### src/sv/utfx_pkg.sv
// Shared types, codes and constants of the UTF transcoder.
// Used by the decoder front, the code point queue and the encoder back.
package utfx_pkg;

    localparam logic [1:0] ENC_UTF8  = 2'd0;
    localparam logic [1:0] ENC_UTF16 = 2'd1;
    localparam logic [1:0] ENC_UTF32 = 2'd2;

    localparam int CP_W        = 21;
    localparam int QUEUE_DEPTH = 4;
    localparam int QPTR_W      = $clog2(QUEUE_DEPTH);
    localparam int QCNT_W      = $clog2(QUEUE_DEPTH + 1);

    localparam logic [CP_W-1:0] REPL_CP      = 21'h00FFFD;
    localparam logic [CP_W-1:0] SUPP_BASE    = 21'h010000;
    localparam logic [31:0]     MAX_CP       = 32'h0010FFFF;
    localparam logic [15:0]     SURR_HI_BASE = 16'hD800;
    localparam logic [15:0]     SURR_LO_BASE = 16'hDC00;
    localparam logic [15:0]     SURR_END     = 16'hDFFF;
    localparam logic [15:0]     HI_OUT_BASE  = 16'hD7C0;
    localparam logic [7:0]      LEAD_MIN     = 8'hC2;
    localparam logic [7:0]      LEAD_MAX     = 8'hF4;
    localparam logic [7:0]      CONT_MASK    = 8'h3F;
    localparam logic [15:0]     TEN_BIT_MASK = 16'h03FF;

    typedef enum logic [2:0] {
        ERR_NONE     = 3'd0,
        ERR_TRUNC    = 3'd1,
        ERR_BADCONT  = 3'd2,
        ERR_OVERLONG = 3'd3,
        ERR_SURR     = 3'd4,
        ERR_RANGE    = 3'd5,
        ERR_INVALID  = 3'd6
    } err_code_t;

    typedef struct packed {
        logic [CP_W-1:0] cp;
        err_code_t       err;
    } cp_item_t;

    typedef struct packed {
        cp_item_t item0;
        cp_item_t item1;
        logic     two;
    } q_entry_t;

endpackage

### src/sv/utfx_front.sv
// Decoder front: accepts input code units, tracks open sequences and
// pushes up to two code points per transfer into the queue. Uses utfx_pkg.
module utfx_front import utfx_pkg::*; (
    input  logic        aclk,
    input  logic        aresetn,
    input  logic [1:0]  in_enc,
    input  logic        s_valid,
    output logic        s_ready,
    input  logic [31:0] s_unit,
    input  logic        s_ends_stream,
    input  logic        q_full,
    output logic        push,
    output q_entry_t    push_entry
);

    logic [1:0]      seen_reg, seen_next;
    logic [1:0]      needed_reg, needed_next;
    logic [7:0]      lead_reg, lead_next;
    logic [CP_W-1:0] partial_reg, partial_next;
    logic            held_reg, held_next;
    logic [9:0]      hs_reg, hs_next;

    logic [7:0]      b;
    logic [15:0]     u;
    logic            cont;
    logic            accept;

    logic            f8_emit, f8_lead, f8_open;
    cp_item_t        f8_item;
    logic [1:0]      f8_need;
    logic [CP_W-1:0] f8_part;

    logic            f16_emit, f16_hold, f16_keep;
    cp_item_t        f16_item;

    err_code_t       err8;
    logic [CP_W-1:0] new_part;
    logic            v0, v1;
    cp_item_t        e0, e1;

    assign b       = s_unit[7:0];
    assign u       = s_unit[15:0];
    assign cont    = (b[7:6] == 2'b10);
    assign s_ready = !q_full;
    assign accept  = s_valid && s_ready;

    always_comb begin
        f8_emit = 1'b0;
        f8_lead = 1'b0;
        f8_open = 1'b0;
        f8_item = '{cp: '0, err: ERR_NONE};
        f8_need = 2'd0;
        f8_part = '0;
        priority if (b < 8'h80) begin
            f8_emit = 1'b1;
            f8_item = '{cp: {13'd0, b}, err: ERR_NONE};
        end else if (b < 8'hC0) begin
            f8_emit = 1'b1;
            f8_item = '{cp: REPL_CP, err: ERR_BADCONT};
        end else if (b < LEAD_MIN || b > LEAD_MAX) begin
            f8_emit = 1'b1;
            f8_item = '{cp: REPL_CP, err: ERR_INVALID};
        end else begin
            f8_lead = 1'b1;
            f8_open = !s_ends_stream;
            priority if (b < 8'hE0) begin
                f8_need = 2'd1;
                f8_part = {16'd0, b[4:0]};
            end else if (b < 8'hF0) begin
                f8_need = 2'd2;
                f8_part = {17'd0, b[3:0]};
            end else begin
                f8_need = 2'd3;
                f8_part = {18'd0, b[2:0]};
            end
            if (s_ends_stream) begin
                f8_emit = 1'b1;
                f8_item = '{cp: REPL_CP, err: ERR_TRUNC};
            end
        end
    end

    always_comb begin
        f16_emit = 1'b0;
        f16_hold = 1'b0;
        f16_keep = 1'b0;
        f16_item = '{cp: {5'd0, u}, err: ERR_NONE};
        priority if (u < SURR_HI_BASE || u > SURR_END) begin
            f16_emit = 1'b1;
        end else if (u < SURR_LO_BASE) begin
            f16_hold = 1'b1;
            f16_keep = !s_ends_stream;
            if (s_ends_stream) begin
                f16_emit = 1'b1;
                f16_item = '{cp: REPL_CP, err: ERR_TRUNC};
            end
        end else begin
            f16_emit = 1'b1;
            f16_item = '{cp: REPL_CP, err: ERR_BADCONT};
        end
    end

    always_comb begin
        err8 = ERR_NONE;
        if (seen_reg == 2'd1) begin
            priority if (lead_reg == 8'hE0 && b >= 8'h80 && b < 8'hA0) begin
                err8 = ERR_OVERLONG;
            end else if (lead_reg == 8'hED && b >= 8'hA0 && b < 8'hC0) begin
                err8 = ERR_SURR;
            end else if (lead_reg == 8'hF0 && b >= 8'h80 && b < 8'h90) begin
                err8 = ERR_OVERLONG;
            end else if (lead_reg == 8'hF4 && b >= 8'h90 && b < 8'hC0) begin
                err8 = ERR_RANGE;
            end else if (!cont) begin
                err8 = ERR_TRUNC;
            end
        end else if (!cont) begin
            err8 = ERR_TRUNC;
        end
    end

    assign new_part = {partial_reg[CP_W-7:0], b[5:0] & CONT_MASK[5:0]};

    always_comb begin
        seen_next    = seen_reg;
        needed_next  = needed_reg;
        lead_next    = lead_reg;
        partial_next = partial_reg;
        held_next    = held_reg;
        hs_next      = hs_reg;
        v0           = 1'b0;
        v1           = 1'b0;
        e0           = '{cp: REPL_CP, err: ERR_NONE};
        e1           = '{cp: REPL_CP, err: ERR_NONE};
        unique case (in_enc)
            ENC_UTF8: begin
                if (seen_reg == 2'd0 || err8 != ERR_NONE) begin
                    if (seen_reg == 2'd0) begin
                        v0 = f8_emit;
                        e0 = f8_item;
                    end else begin
                        v0 = 1'b1;
                        e0 = '{cp: REPL_CP, err: err8};
                        v1 = f8_emit;
                        e1 = f8_item;
                    end
                    if (f8_lead) begin
                        lead_next    = b;
                        needed_next  = f8_need;
                        partial_next = f8_part;
                    end
                    seen_next = f8_open ? 2'd1 : 2'd0;
                end else begin
                    partial_next = new_part;
                    if (seen_reg >= needed_reg) begin
                        v0        = 1'b1;
                        e0        = '{cp: new_part, err: ERR_NONE};
                        seen_next = 2'd0;
                    end else if (s_ends_stream) begin
                        v0        = 1'b1;
                        e0        = '{cp: REPL_CP, err: ERR_TRUNC};
                        seen_next = 2'd0;
                    end else begin
                        seen_next = seen_reg + 2'd1;
                    end
                end
            end
            ENC_UTF16: begin
                if (held_reg && u >= SURR_LO_BASE && u <= SURR_END) begin
                    v0        = 1'b1;
                    e0        = '{cp: SUPP_BASE + {1'b0, hs_reg, u[9:0] & TEN_BIT_MASK[9:0]},
                                  err: ERR_NONE};
                    held_next = 1'b0;
                end else begin
                    if (held_reg) begin
                        v0 = 1'b1;
                        e0 = '{cp: REPL_CP, err: ERR_TRUNC};
                        v1 = f16_emit;
                        e1 = f16_item;
                    end else begin
                        v0 = f16_emit;
                        e0 = f16_item;
                    end
                    if (f16_hold) begin
                        hs_next = u[9:0];
                    end
                    held_next = f16_keep;
                end
            end
            default: begin
                v0 = 1'b1;
                priority if (s_unit >= {16'd0, SURR_HI_BASE} && s_unit <= {16'd0, SURR_END}) begin
                    e0 = '{cp: REPL_CP, err: ERR_SURR};
                end else if (s_unit > MAX_CP) begin
                    e0 = '{cp: REPL_CP, err: ERR_RANGE};
                end else begin
                    e0 = '{cp: s_unit[CP_W-1:0], err: ERR_NONE};
                end
            end
        endcase
        if (s_ends_stream) begin
            seen_next = 2'd0;
            held_next = 1'b0;
        end
    end

    assign push       = accept && v0;
    assign push_entry = '{item0: e0, item1: e1, two: v1};

    always_ff @(posedge aclk) begin
        if (!aresetn) begin
            seen_reg    <= 2'd0;
            needed_reg  <= 2'd0;
            lead_reg    <= 8'd0;
            partial_reg <= '0;
            held_reg    <= 1'b0;
            hs_reg      <= 10'd0;
        end else if (accept) begin
            seen_reg    <= seen_next;
            needed_reg  <= needed_next;
            lead_reg    <= lead_next;
            partial_reg <= partial_next;
            held_reg    <= held_next;
            hs_reg      <= hs_next;
        end
    end

endmodule

### src/sv/utfx_queue.sv
// Short queue of decoded code point groups between front and back.
// Uses utfx_pkg for the entry type and depth.
module utfx_queue import utfx_pkg::*; (
    input  logic     aclk,
    input  logic     aresetn,
    input  logic     push,
    input  q_entry_t push_entry,
    output logic     full,
    input  logic     pop,
    output logic     q_valid,
    output q_entry_t head
);

    q_entry_t          slot_reg [QUEUE_DEPTH];
    logic [QPTR_W-1:0] wr_ptr_reg, rd_ptr_reg;
    logic [QCNT_W-1:0] count_reg, count_next;

    assign full    = (count_reg == QCNT_W'(QUEUE_DEPTH));
    assign q_valid = (count_reg != '0);
    assign head    = slot_reg[rd_ptr_reg];

    always_comb begin
        count_next = count_reg;
        unique case ({push, pop})
            2'b10:   count_next = count_reg + QCNT_W'(1);
            2'b01:   count_next = count_reg - QCNT_W'(1);
            default: count_next = count_reg;
        endcase
    end

    always_ff @(posedge aclk) begin
        if (push) begin
            slot_reg[wr_ptr_reg] <= push_entry;
        end
    end

    always_ff @(posedge aclk) begin
        if (!aresetn) begin
            wr_ptr_reg <= '0;
            rd_ptr_reg <= '0;
            count_reg  <= '0;
        end else begin
            count_reg <= count_next;
            if (push) begin
                wr_ptr_reg <= wr_ptr_reg + QPTR_W'(1);
            end
            if (pop) begin
                rd_ptr_reg <= rd_ptr_reg + QPTR_W'(1);
            end
        end
    end

endmodule

### src/sv/utfx_back.sv
// Encoder back: expands queued code points into output code units,
// one per cycle while the output is not stalled, into the output register. Uses utfx_pkg.
module utfx_back import utfx_pkg::*; (
    input  logic            aclk,
    input  logic            aresetn,
    input  logic [1:0]      out_enc,
    input  logic            q_valid,
    input  q_entry_t        head,
    output logic            pop,
    output logic            m_valid,
    input  logic            m_ready,
    output logic [CP_W-1:0] m_code_unit,
    output logic [2:0]      m_error_code,
    output logic            m_last_of_run
);

    function automatic logic [1:0] last_index(logic [1:0] enc, logic [CP_W-1:0] cp);
        logic [1:0] r;
        r = 2'd0;
        unique case (enc)
            ENC_UTF8: begin
                priority if (cp < 21'h80) r = 2'd0;
                else if (cp < 21'h800)    r = 2'd1;
                else if (cp < SUPP_BASE)  r = 2'd2;
                else                      r = 2'd3;
            end
            ENC_UTF16: r = (cp < SUPP_BASE) ? 2'd0 : 2'd1;
            default:   r = 2'd0;
        endcase
        return r;
    endfunction

    function automatic logic [CP_W-1:0] unit_of(logic [1:0] enc, logic [CP_W-1:0] cp,
                                               logic [1:0] idx);
        logic [1:0]      last;
        logic [1:0]      pos;
        logic [5:0]      six;
        logic [15:0]     hi;
        logic [CP_W-1:0] r;
        last = last_index(enc, cp);
        pos  = last - idx;
        hi   = HI_OUT_BASE + {5'd0, cp[20:10]};
        six  = 6'd0;
        r    = cp;
        unique case (enc)
            ENC_UTF8: begin
                if (idx == 2'd0) begin
                    unique case (last)
                        2'd0: r = {14'd0, cp[6:0]};
                        2'd1: r = {13'd0, 3'b110, cp[10:6]};
                        2'd2: r = {13'd0, 4'b1110, cp[15:12]};
                        default: r = {13'd0, 5'b11110, cp[20:18]};
                    endcase
                end else begin
                    unique case (pos)
                        2'd0: six = cp[5:0];
                        2'd1: six = cp[11:6];
                        default: six = cp[17:12];
                    endcase
                    r = {13'd0, 2'b10, six};
                end
            end
            ENC_UTF16: begin
                if (last == 2'd0) begin
                    r = cp;
                end else if (idx == 2'd0) begin
                    r = {5'd0, hi};
                end else begin
                    r = {5'd0, SURR_LO_BASE[15:10], cp[9:0]};
                end
            end
            default: r = cp;
        endcase
        return r;
    endfunction

    logic            sel_reg, sel_next;
    logic [1:0]      idx_reg, idx_next;
    logic            m_valid_reg, m_valid_next;
    logic [CP_W-1:0] m_code_unit_reg;
    logic [2:0]      m_error_code_reg;
    logic            m_last_reg;

    cp_item_t        cur;
    logic [1:0]      cur_last;
    logic            load, last_unit, last_cp;

    assign cur       = sel_reg ? head.item1 : head.item0;
    assign cur_last  = last_index(out_enc, cur.cp);
    assign load      = q_valid && (!m_valid_reg || m_ready);
    assign last_unit = (idx_reg == cur_last);
    assign last_cp   = sel_reg || !head.two;
    assign pop       = load && last_unit && last_cp;

    always_comb begin
        sel_next     = sel_reg;
        idx_next     = idx_reg;
        m_valid_next = m_valid_reg && !m_ready;
        if (load) begin
            m_valid_next = 1'b1;
            if (last_unit) begin
                idx_next = 2'd0;
                sel_next = !last_cp;
            end else begin
                idx_next = idx_reg + 2'd1;
            end
        end
    end

    always_ff @(posedge aclk) begin
        if (!aresetn) begin
            sel_reg     <= 1'b0;
            idx_reg     <= 2'd0;
            m_valid_reg <= 1'b0;
        end else begin
            sel_reg     <= sel_next;
            idx_reg     <= idx_next;
            m_valid_reg <= m_valid_next;
        end
    end

    always_ff @(posedge aclk) begin
        if (load) begin
            m_code_unit_reg  <= unit_of(out_enc, cur.cp, idx_reg);
            m_error_code_reg <= cur.err;
            m_last_reg       <= last_unit && last_cp;
        end
    end

    assign m_valid       = m_valid_reg;
    assign m_code_unit   = m_code_unit_reg;
    assign m_error_code  = m_error_code_reg;
    assign m_last_of_run = m_last_reg;

endmodule

### src/sv/utf_transcoder_with_error_replace_core.sv
// Top level of the UTF transcoder: register port, decoder front, queue, encoder back.
// Depends on utfx_pkg, utfx_front, utfx_queue and utfx_back.
//
//  channel  | signals                                       | direction
//  ---------+-----------------------------------------------+----------
//  input    | s_valid s_ready s_unit s_ends_stream          | in
//  result   | m_valid m_ready m_code_unit m_error_code      | out
//           | m_last_of_run                                 |
//  config   | psel penable pwrite paddr pwdata prdata pready| in/out
//
// The front takes one code unit per cycle while the four-entry queue has room.
// The back sends one code unit per cycle unless m_ready holds it; a code point becomes
// 1 to 4 units there, so an input unit yields 0 to 6 output units from the single encoder.
// Results pass through a queue slot and then the output register after their transfer.
// Reset is synchronous and clears sequence state, queue and output valid.
module utf_transcoder_with_error_replace_core import utfx_pkg::*; (
    input  logic            aclk,
    input  logic            aresetn,
    input  logic            psel,
    input  logic            penable,
    input  logic            pwrite,
    input  logic [2:0]      paddr,
    input  logic [31:0]     pwdata,
    output logic [31:0]     prdata,
    output logic            pready,
    input  logic            s_valid,
    output logic            s_ready,
    input  logic [31:0]     s_unit,
    input  logic            s_ends_stream,
    output logic            m_valid,
    input  logic            m_ready,
    output logic [CP_W-1:0] m_code_unit,
    output logic [2:0]      m_error_code,
    output logic            m_last_of_run
);

    logic [1:0] in_enc_reg, out_enc_reg;
    logic       wr_en;
    logic       push, q_full, q_valid, pop;
    q_entry_t   push_entry, head;

    assign pready = 1'b1;
    assign wr_en  = psel && penable && pwrite && pready;
    assign prdata = {30'd0, paddr[2] ? out_enc_reg : in_enc_reg};

    always_ff @(posedge aclk) begin
        if (!aresetn) begin
            in_enc_reg  <= ENC_UTF8;
            out_enc_reg <= ENC_UTF8;
        end else if (wr_en) begin
            if (paddr[2]) begin
                out_enc_reg <= pwdata[1:0];
            end else begin
                in_enc_reg <= pwdata[1:0];
            end
        end
    end

    utfx_front u_front (
        .aclk          (aclk),
        .aresetn       (aresetn),
        .in_enc        (in_enc_reg),
        .s_valid       (s_valid),
        .s_ready       (s_ready),
        .s_unit        (s_unit),
        .s_ends_stream (s_ends_stream),
        .q_full        (q_full),
        .push          (push),
        .push_entry    (push_entry)
    );

    utfx_queue u_queue (
        .aclk       (aclk),
        .aresetn    (aresetn),
        .push       (push),
        .push_entry (push_entry),
        .full       (q_full),
        .pop        (pop),
        .q_valid    (q_valid),
        .head       (head)
    );

    utfx_back u_back (
        .aclk          (aclk),
        .aresetn       (aresetn),
        .out_enc       (out_enc_reg),
        .q_valid       (q_valid),
        .head          (head),
        .pop           (pop),
        .m_valid       (m_valid),
        .m_ready       (m_ready),
        .m_code_unit   (m_code_unit),
        .m_error_code  (m_error_code),
        .m_last_of_run (m_last_of_run)
    );

endmodule

### config.mk
export PLATFORM = sky130hd
export DESIGN_NAME = utf_transcoder_with_error_replace_core
export DESIGN_NICKNAME = d
export VERILOG_FILES = /design/src/sv/utfx_pkg.sv /design/src/sv/utfx_front.sv /design/src/sv/utfx_queue.sv /design/src/sv/utfx_back.sv /design/src/sv/utf_transcoder_with_error_replace_core.sv
export SDC_FILE = /design/constraint.sdc
export NUM_CORES = 1
export LEC_CHECK = 0
export ABC_CLOCK_PERIOD_IN_PS = 9400
export BUFFER_PORTS_ARGS = -buffer_cell sky130_fd_sc_hd__buf_4
export CORE_ASPECT_RATIO = 1.1
export CORE_MARGIN = 5
export CORE_UTILIZATION = 60
export DETAILED_ROUTE_END_ITERATION = 12
export GPL_ROUTABILITY_DRIVEN = 0
export PLACE_DENSITY = 0.92
export REMOVE_ABC_BUFFERS = 1
export SLEW_MARGIN = 0
export SYNTH_ARGS = -nofsm -noshare
export SYNTH_HDL_FRONTEND = slang
export SYNTH_HIERARCHICAL = 1
export SYNTH_SLANG_ARGS = --single-unit
### constraint.sdc
create_clock -name aclk -period 9.4 [get_ports aclk]
set_clock_uncertainty 0.05 [all_clocks]
set_input_delay 0.94 -clock aclk [delete_from_list [all_inputs] [get_ports aclk]]
set_output_delay 0.94 -clock aclk [all_outputs]
set_load 0.05 [all_outputs]
==> results of run 1 <==
==> power groups by stage <==
| stage | sequential, µW | clock, µW | combinational [µW] |
|---|---|---|---|
| 3_5_place_dp | 1450 | 0 | 435 |
| 6_report | 1430 | 1010 | 445 |
| 5_1_grt | 1430 | 1080 | 472 |
| 3_3_place_gp | 1450 | 0 | 422 |
| 4_1_cts | 1430 | 1030 | 439 |
| 2_1_floorplan | 1520 | 0 | 231 |
==> cell usage in the layout, fill, tap and decap left out, types with 12 or more instances in the layout <==
| master | count |
|---|---|
| nor3_1 | 12 |
| mux4_2 | 47 |
| ha_1 | 18 |
| nand3_1 | 24 |
| o21a_1 | 13 |
| edfxtp_1 | 221 |
| conb_1 | 36 |
| nor2_1 | 49 |
| buf_4 | 79 |
| a21boi_1 | 21 |
| nor2b_1 | 21 |
| inv_1 | 25 |
| a21oi_1 | 28 |
| mux2i_1 | 36 |
| dfxtp_1 | 53 |
| nand2_1 | 74 |
| o22ai_1 | 14 |
| o21ai_0 | 29 |
| clkbuf_16 | 27 |
==> routing by layer <==
metal  GRT usage  wire [µm]  part of all wire  vias to the layer above
met4      0.0820       1040             0.035                        0
li1            -          -                 -                     3681
met5           0          0                 0                        -
met2       0.405      14900              0.50                      595
met1       0.322      11100              0.37                     4117
met3      0.0330       2740             0.092                       90
==> layout make-up <==
| type | instances | area share |
|---|---|---|
| tap | 290 | 0.0250 |
| multi-input combinational | 602 | 0.336 |
| clock buffer | 41 | 0.0550 |
| timing repair buffer | 79 | 0.0408 |
| clock inverter | 8 | 0.00310 |
| inverter | 27 | 0.00698 |
| sequential | 276 | 0.533 |
==> per-stage QoR <==
stage / instance area, µm² / setup WS, ns
after detailed placement: 13700 / 4.20
final: 14500 / 4.10
after floorplan: 12700 / 3.67
after global placement: 13700 / 4.43
after global routing: 14500 / 3.69
after CTS: 14500 / 4.14
==> final timing paths <==
path	to	cells past startpoint	slack [ns]
worst max register to register	u_queue/count_reg[2]$_SDFFE_PN0P_	14	4.10
worst min register to register	u_front/needed_reg[1]$_SDFFE_PN0P_	2	0.41
worst max-delay path	u_queue/count_reg[2]$_SDFFE_PN0P_	14	4.10
worst min-delay path	u_front/needed_reg[1]$_SDFFE_PN0P_	2	0.41
==> cell families (layout without fill, tap and decap cells) <==
group	Yosys count	in the layout
XOR/XNOR	14	14
flip-flops	276	276
AND/OR/NAND/NOR	261	261
buffers and inverters	108	155
adder cells (fa/ha/maj)	19	19
other	3	36
multiplexers	97	97
AO/OA/AOI/OAI	175	175
==> worst register-to-register path: cells and delay by family, from the launching register on <==
family	cells	cell delay, ns
AND/OR/NAND/NOR	7	1.97
adder cells (fa/ha/maj)	3	1.11
flip-flops	1	0.99
multiplexers	1	0.71
AO/OA/AOI/OAI	2	0.32
XOR/XNOR	1	0.08
==> results.yml, run 1 <==
floorplan:
  num_rows: 56
  die_x_um: 151
  num_io_pins: 135
  die_h_um: 165
  start_util: 0.612
  dieArea_mm2: 0.0249
  core_mm2: 0.0214
worst_setup_path:
  path_cells: "mux4_2 -> nor4_1 -> o22ai_2 -> nor3_1 -> nor2_1 -> or2_2 -> ha_1 -> nand2_1 -> nor3_1 -> ha_1 -> fa_1 -> xnor2_1 -> or3_1 -> a21boi_0"
  startpoint_type: "register"
  crit_path_top_delay_cell: "dfxtp_4"
  critical_path.endpoint_type: "register"
  cp.required_ns: 9.80
  worst-path-buf-inv: 0
  cp_max_fo: 49
  crit_path_max_incr_delay_ns: 0.99
  arrival_ns: 5.69
  path_class: "register to register"
  path_delay_family: "simple AND/OR/NAND/NOR gates"
drt:
  avgRoutedWirePerCell_um: 22.5
  antenna_left: 0
  drc: 0
  drt_iter0_markers: 1043
  vias: 8483
  dr.pass1.iters: 7
  drt_wl_total_um: 29800
  viasPerCell: 6.41
worst_hold_path:
  hold_class: "register to register"
  hold_path_startpoint: "u_front/needed_reg[1]$_SDFFE_PN0P_"
synth:
  synthDominantCellAreaShare: 0.506
  yosys-top-cells-count: "edfxtp_1, nand2_1, dfxtp_1"
  synth-seq-cells: 276
  yosysMostFrequentCell: "edfxtp_1"
  synth-simple-area-share: 0.109
  synth_top_area_cell: "edfxtp_1"
  yosys.area_share.adder: 0.0187
  async_flop_share: 0
  avgSynthCellArea_um2: 13.8
  synth_top_family_by_area: "multiplexers"
  ys_warn_count: 6
  ys_seq_area_frac: 0.590
  muxShareOfSynthArea: 0.123
  syn_area_mm2: 0.0131
  yosys-top-cells-area: "edfxtp_1, dfxtp_1, mux4_2"
  ys.flop_type: "edfxtp_1"
  synth_xor_area_frac: 0.0105
  synth_cell_types: 93
  synth-compound-area-share: 0.0996
  synthCells: 953
  synth_edf_count: 221
grt:
  antenna_found_initial: 0
  grt.total_usage: 0.240
  grt_pass1_wl_um: 45700
  overflow: 0
  grt_max_degree: 60
  grt_pass1_vias: 8300
pwr:
  power.internal_uw: 2120
  p_seq_frac: 0.495
  clockPowerShare: 0.351
  peakVddDrop_v: 0.000122
  power_uw: 2890
  p_switching_uw: 763
  p_leak_uw: 0.00483
  power.share.combinational: 0.154
  p_per_area_mw_per_mm2: 199
  p_sw_frac: 0.264
clocking:
  cts.sinks: 276
  clk_pin_slew_ns: 0.06
  postCtsSetupBuffers: 0
  ctsHoldBuffers: 0
  cts_max_path_buffers: 3
  tritoncts: "done"
  htreeDepth: 1
  ctsResizeCount: 0
  numCtsBuffers: 27
  worst_skew_pair.late_latency_ns: 0.52
  root_buffer: "clkbuf_16"
layout:
  syn_to_final_growth_pct: 10.7
  regArea_mm2: 0.00774
  largest_reg_flops: 196
  multi_input_area_mm2: 0.00488
  fin_cells: 1323
  drive_above_1_share: 0.222
  antenna_cells: 0
  fill_cells: 1418
  post-route-util: 0.677
  nNetsFinal: 1107
job:
  cap_violations: 0
timing:
  setup_viol: 0
  timing.setup.tns_ns: 0
  holdWs_ns: 0.413
  finalHoldViolations: 0
  fin_crit_sh: 0.564
  drv_slew: 0
  slew-limit-headroom: 0.239
  rsz0062_at_grt: "no"
  fin_crit_ns: 5.30
  clock.fmax_mhz: 189
  worst_slew_pin_slew_ns: 1.14
placement:
  io_buffers: 71
  hpwl_um: 19800
  numPlacedInstances: 1274
outcome:
  outcome: "completed"
No activity file was read; power rests on OpenSTA's default activity.
==> run 2, diff against run 1 <==
ABC_AREA = 1   (was default)
ABC_CLOCK_PERIOD_IN_PS = 4850   (was 9400)
CORE_UTILIZATION = 54   (was 60)
PLACE_DENSITY = 0.88   (was 0.92)
clock period = 4.85 ns   (was 9.4 ns; I/O delays follow)
==> run 2 against run 1 <==
Net effect:
- hold slack got worse by 0.23 ns
- sequential cell count unchanged
- sequential share of layout area decreased by 2.1 points
- design area increased by 4.1%
- critical path depth increased by 8
- cell count increased by 40%
- largest cell class unchanged
- via count increased by 30%
- utilization decreased by 7.5 points
- combinational power increased by 120%
- first-iteration DRC count increased by 28%
==> results.yml, run 2 <==
timing:
  worst_slew_pin_slew_ns: 1.01
  slew-limit-headroom: 0.328
  timing.setup.tns_ns: 0
  fin_crit_sh: 0.909
  clock.fmax_mhz: 227
  setup_viol: 0
  finalHoldViolations: 0
  drv_slew: 0
  fin_crit_ns: 4.41
  rsz0062_at_grt: "no"
drt:
  dr.pass1.iters: 6
  drc: 0
  wl_met3_um: 3300
  drt_iter0_markers: 1335
  drt_wl_total_um: 33600
  dr_wl_met2_um: 16500
  antenna_left: 0
  viasPerCell: 5.95
  avgRoutedWirePerCell_um: 18.1
  vias: 11000
  maxUsedRoutingLayer: "met4"
  wirelength_met1_um: 12500
worst_setup_path:
  arrival_ns: 4.78
  startpoint_type: "register"
  crit_path_top_delay_cell: "fa_1"
  path_cells: "buf_12 -> o21ai_0 -> o22ai_1 -> inv_1 -> nand2_1 -> nand2_1 -> buf_4 -> nand3_1 -> nor2_1 -> nand2_1 -> nand3_1 -> nand2_1 -> inv_1 -> ha_1 -> inv_1 -> nor2_1 -> nand2_1 -> a21oi_1 -> ha_1 -> fa_1 -> o21ai_0 -> nor2_1"
  r2r_setup_slack_ns: 0.44
  worstRegToRegCells: 22
  crit_path_max_incr_delay_ns: 0.43
  critical_path.endpoint_type: "register"
  crit_top_cell: "nand2_1"
  cp.required_ns: 5.22
  r2r-end: "u_queue/count_reg[1]$_SDFFE_PN0P_"
  path_class: "register to register"
  cp_max_fo: 61
floorplan:
  start_util: 0.543
  num_io_pins: 135
  die_x_um: 162
  dieArea_mm2: 0.0286
  core_mm2: 0.0251
  num_rows: 61
  die_h_um: 177
grt:
  grt_pass1_vias: 10600
  antenna_found_initial: 0
  grt_max_degree: 62
  overflow: 0
  grt.total_usage: 0.228
  grt_pass1_wl_um: 52900
synth:
  synth-seq-cells: 276
  async_flop_share: 0
  synth_cell_types: 50
  synth_top_area_cell: "edfxtp_1"
  synthDominantCellAreaShare: 0.486
  ys_warn_count: 6
  yosys-top-cells-count: "edfxtp_1, nand2_1, nor2_1"
  ys.flop_type: "edfxtp_1"
  syn_area_mm2: 0.0136
  synthCells: 1456
  avgSynthCellArea_um2: 9.37
  yosys-top-cells-area: "edfxtp_1, dfxtp_1, o21ai_0"
  yosysMostFrequentCell: "edfxtp_1"
  synth_edf_count: 221
  ys_seq_area_frac: 0.567
outcome:
  outcome: "completed"
clocking:
  worst_skew_pair.late_latency_ns: 0.54
  cts.sinks: 276
  root_buffer: "clkbuf_16"
  htreeDepth: 1
  numCtsBuffers: 27
  cts_max_path_buffers: 3
  tritoncts: "done"
  clk_pin_slew_ns: 0.06
layout:
  syn_to_final_growth_pct: 10.7
  drive_above_1_share: 0.130
  post-route-util: 0.602
  final_area_mm2: 0.0151
  final_common_cell: "edfxtp_1"
  nNetsFinal: 1612
  antenna_cells: 0
  final_cell_mix: "edfxtp_1, nand2_1, nor2_1"
  largest_reg_flops: 196
  fin_cells: 1854
pwr:
  p_per_area_mw_per_mm2: 382
  peakVddDrop_v: 0.000280
  power_uw: 5780
  p_leak_uw: 0.00591
placement:
  numPlacedInstances: 1804
  placed_cell_area_mm2: 0.0143
  io_buffers: 71
  hpwl_um: 22500
worst_hold_path:
  hold_class: "primary input to register"
  holdPathEnd: "u_back/m_valid$_SDFF_PN0_"
  hold_depth: 4
  hold_path_startpoint: "m_ready"
job:
  cap_violations: 0
## run 2: report_power, final
group	internal [µW]	switching, µW	total (µW)
Sequential	2750	50.0	2800
Combinational	262	738	1000
Clock	1130	850	1980
Total	4140	1640	5780
## run 2: worst max-delay path by stage
stage | to | slack [ns]
after floorplan | u_queue/count_reg[1]$_SDFFE_PN0P_ | -0.68
after global placement | u_queue/count_reg[1]$_SDFFE_PN0P_ | 0.61
after detailed placement | u_queue/count_reg[1]$_SDFFE_PN0P_ | 0.44
after CTS | u_queue/count_reg[1]$_SDFFE_PN0P_ | 0.40
after global routing | u_queue/count_reg[1]$_SDFFE_PN0P_ | 0.07
final | u_queue/count_reg[1]$_SDFFE_PN0P_ | 0.44
## run 2: logic make-up (layout without fill, tap and decap cells)
| kind of cell | count (synthesis) | in the layout | synth area share |
|---|---|---|---|
| simple gates | 574 | 574 | 0.185 |
| other cells | 3 | 36 | 0.000825 |
| xor+xnor | 3 | 3 | 0.00193 |
| buf+inv | 238 | 288 | 0.0870 |
| fa+ha+maj | 19 | 19 | 0.0180 |
| mux | 5 | 5 | 0.00367 |
| flops | 276 | 276 | 0.567 |
| compound gates | 338 | 338 | 0.137 |
## run 2: repair_timing
| action | 4_1_cts | 5_1_grt |
|---|---|---|
| setup endpoints to repair | 0 | 2 |
| gates resized for setup | 0 | 1 |
| hold buffers | 0 | 0 |
| buffers inserted | 0 | 0 |
## run 2: critical path, delay by kind of cell (launching register included)
family	cells	cell delay, ns
simple gates	10	0.98
fa+ha+maj	3	1.14
compound gates	4	0.86
flops	1	0.39
buf+inv	5	0.83
## run 2: metrics by stage
step	hold slack, ns	worst slack [ns]
4_1_cts	0.174	0.401
6_report	0.183	0.442
2_1_floorplan	0.362	-0.685
3_3_place_gp	0.392	0.613
5_1_grt	0.193	0.0728
3_5_place_dp	0.403	0.441
## run 2: final cells by class
cell class / instances / area, µm²
inverters: 136 / 520
clock inverters: 9 / 75.1
well taps: 315 / 394
clock buffers: 41 / 759
multi-input cells: 975 / 4850
flip-flops and latches: 276 / 7740
repair buffers: 102 / 778
fillers: 1934 / 10000
## run 2: layer usage
layer  global-route usage  vias up
li1                     -     5086
met1                0.284     5150
met2                0.392      674
met3               0.0422      122
met4               0.0960        0
met5                    0        -
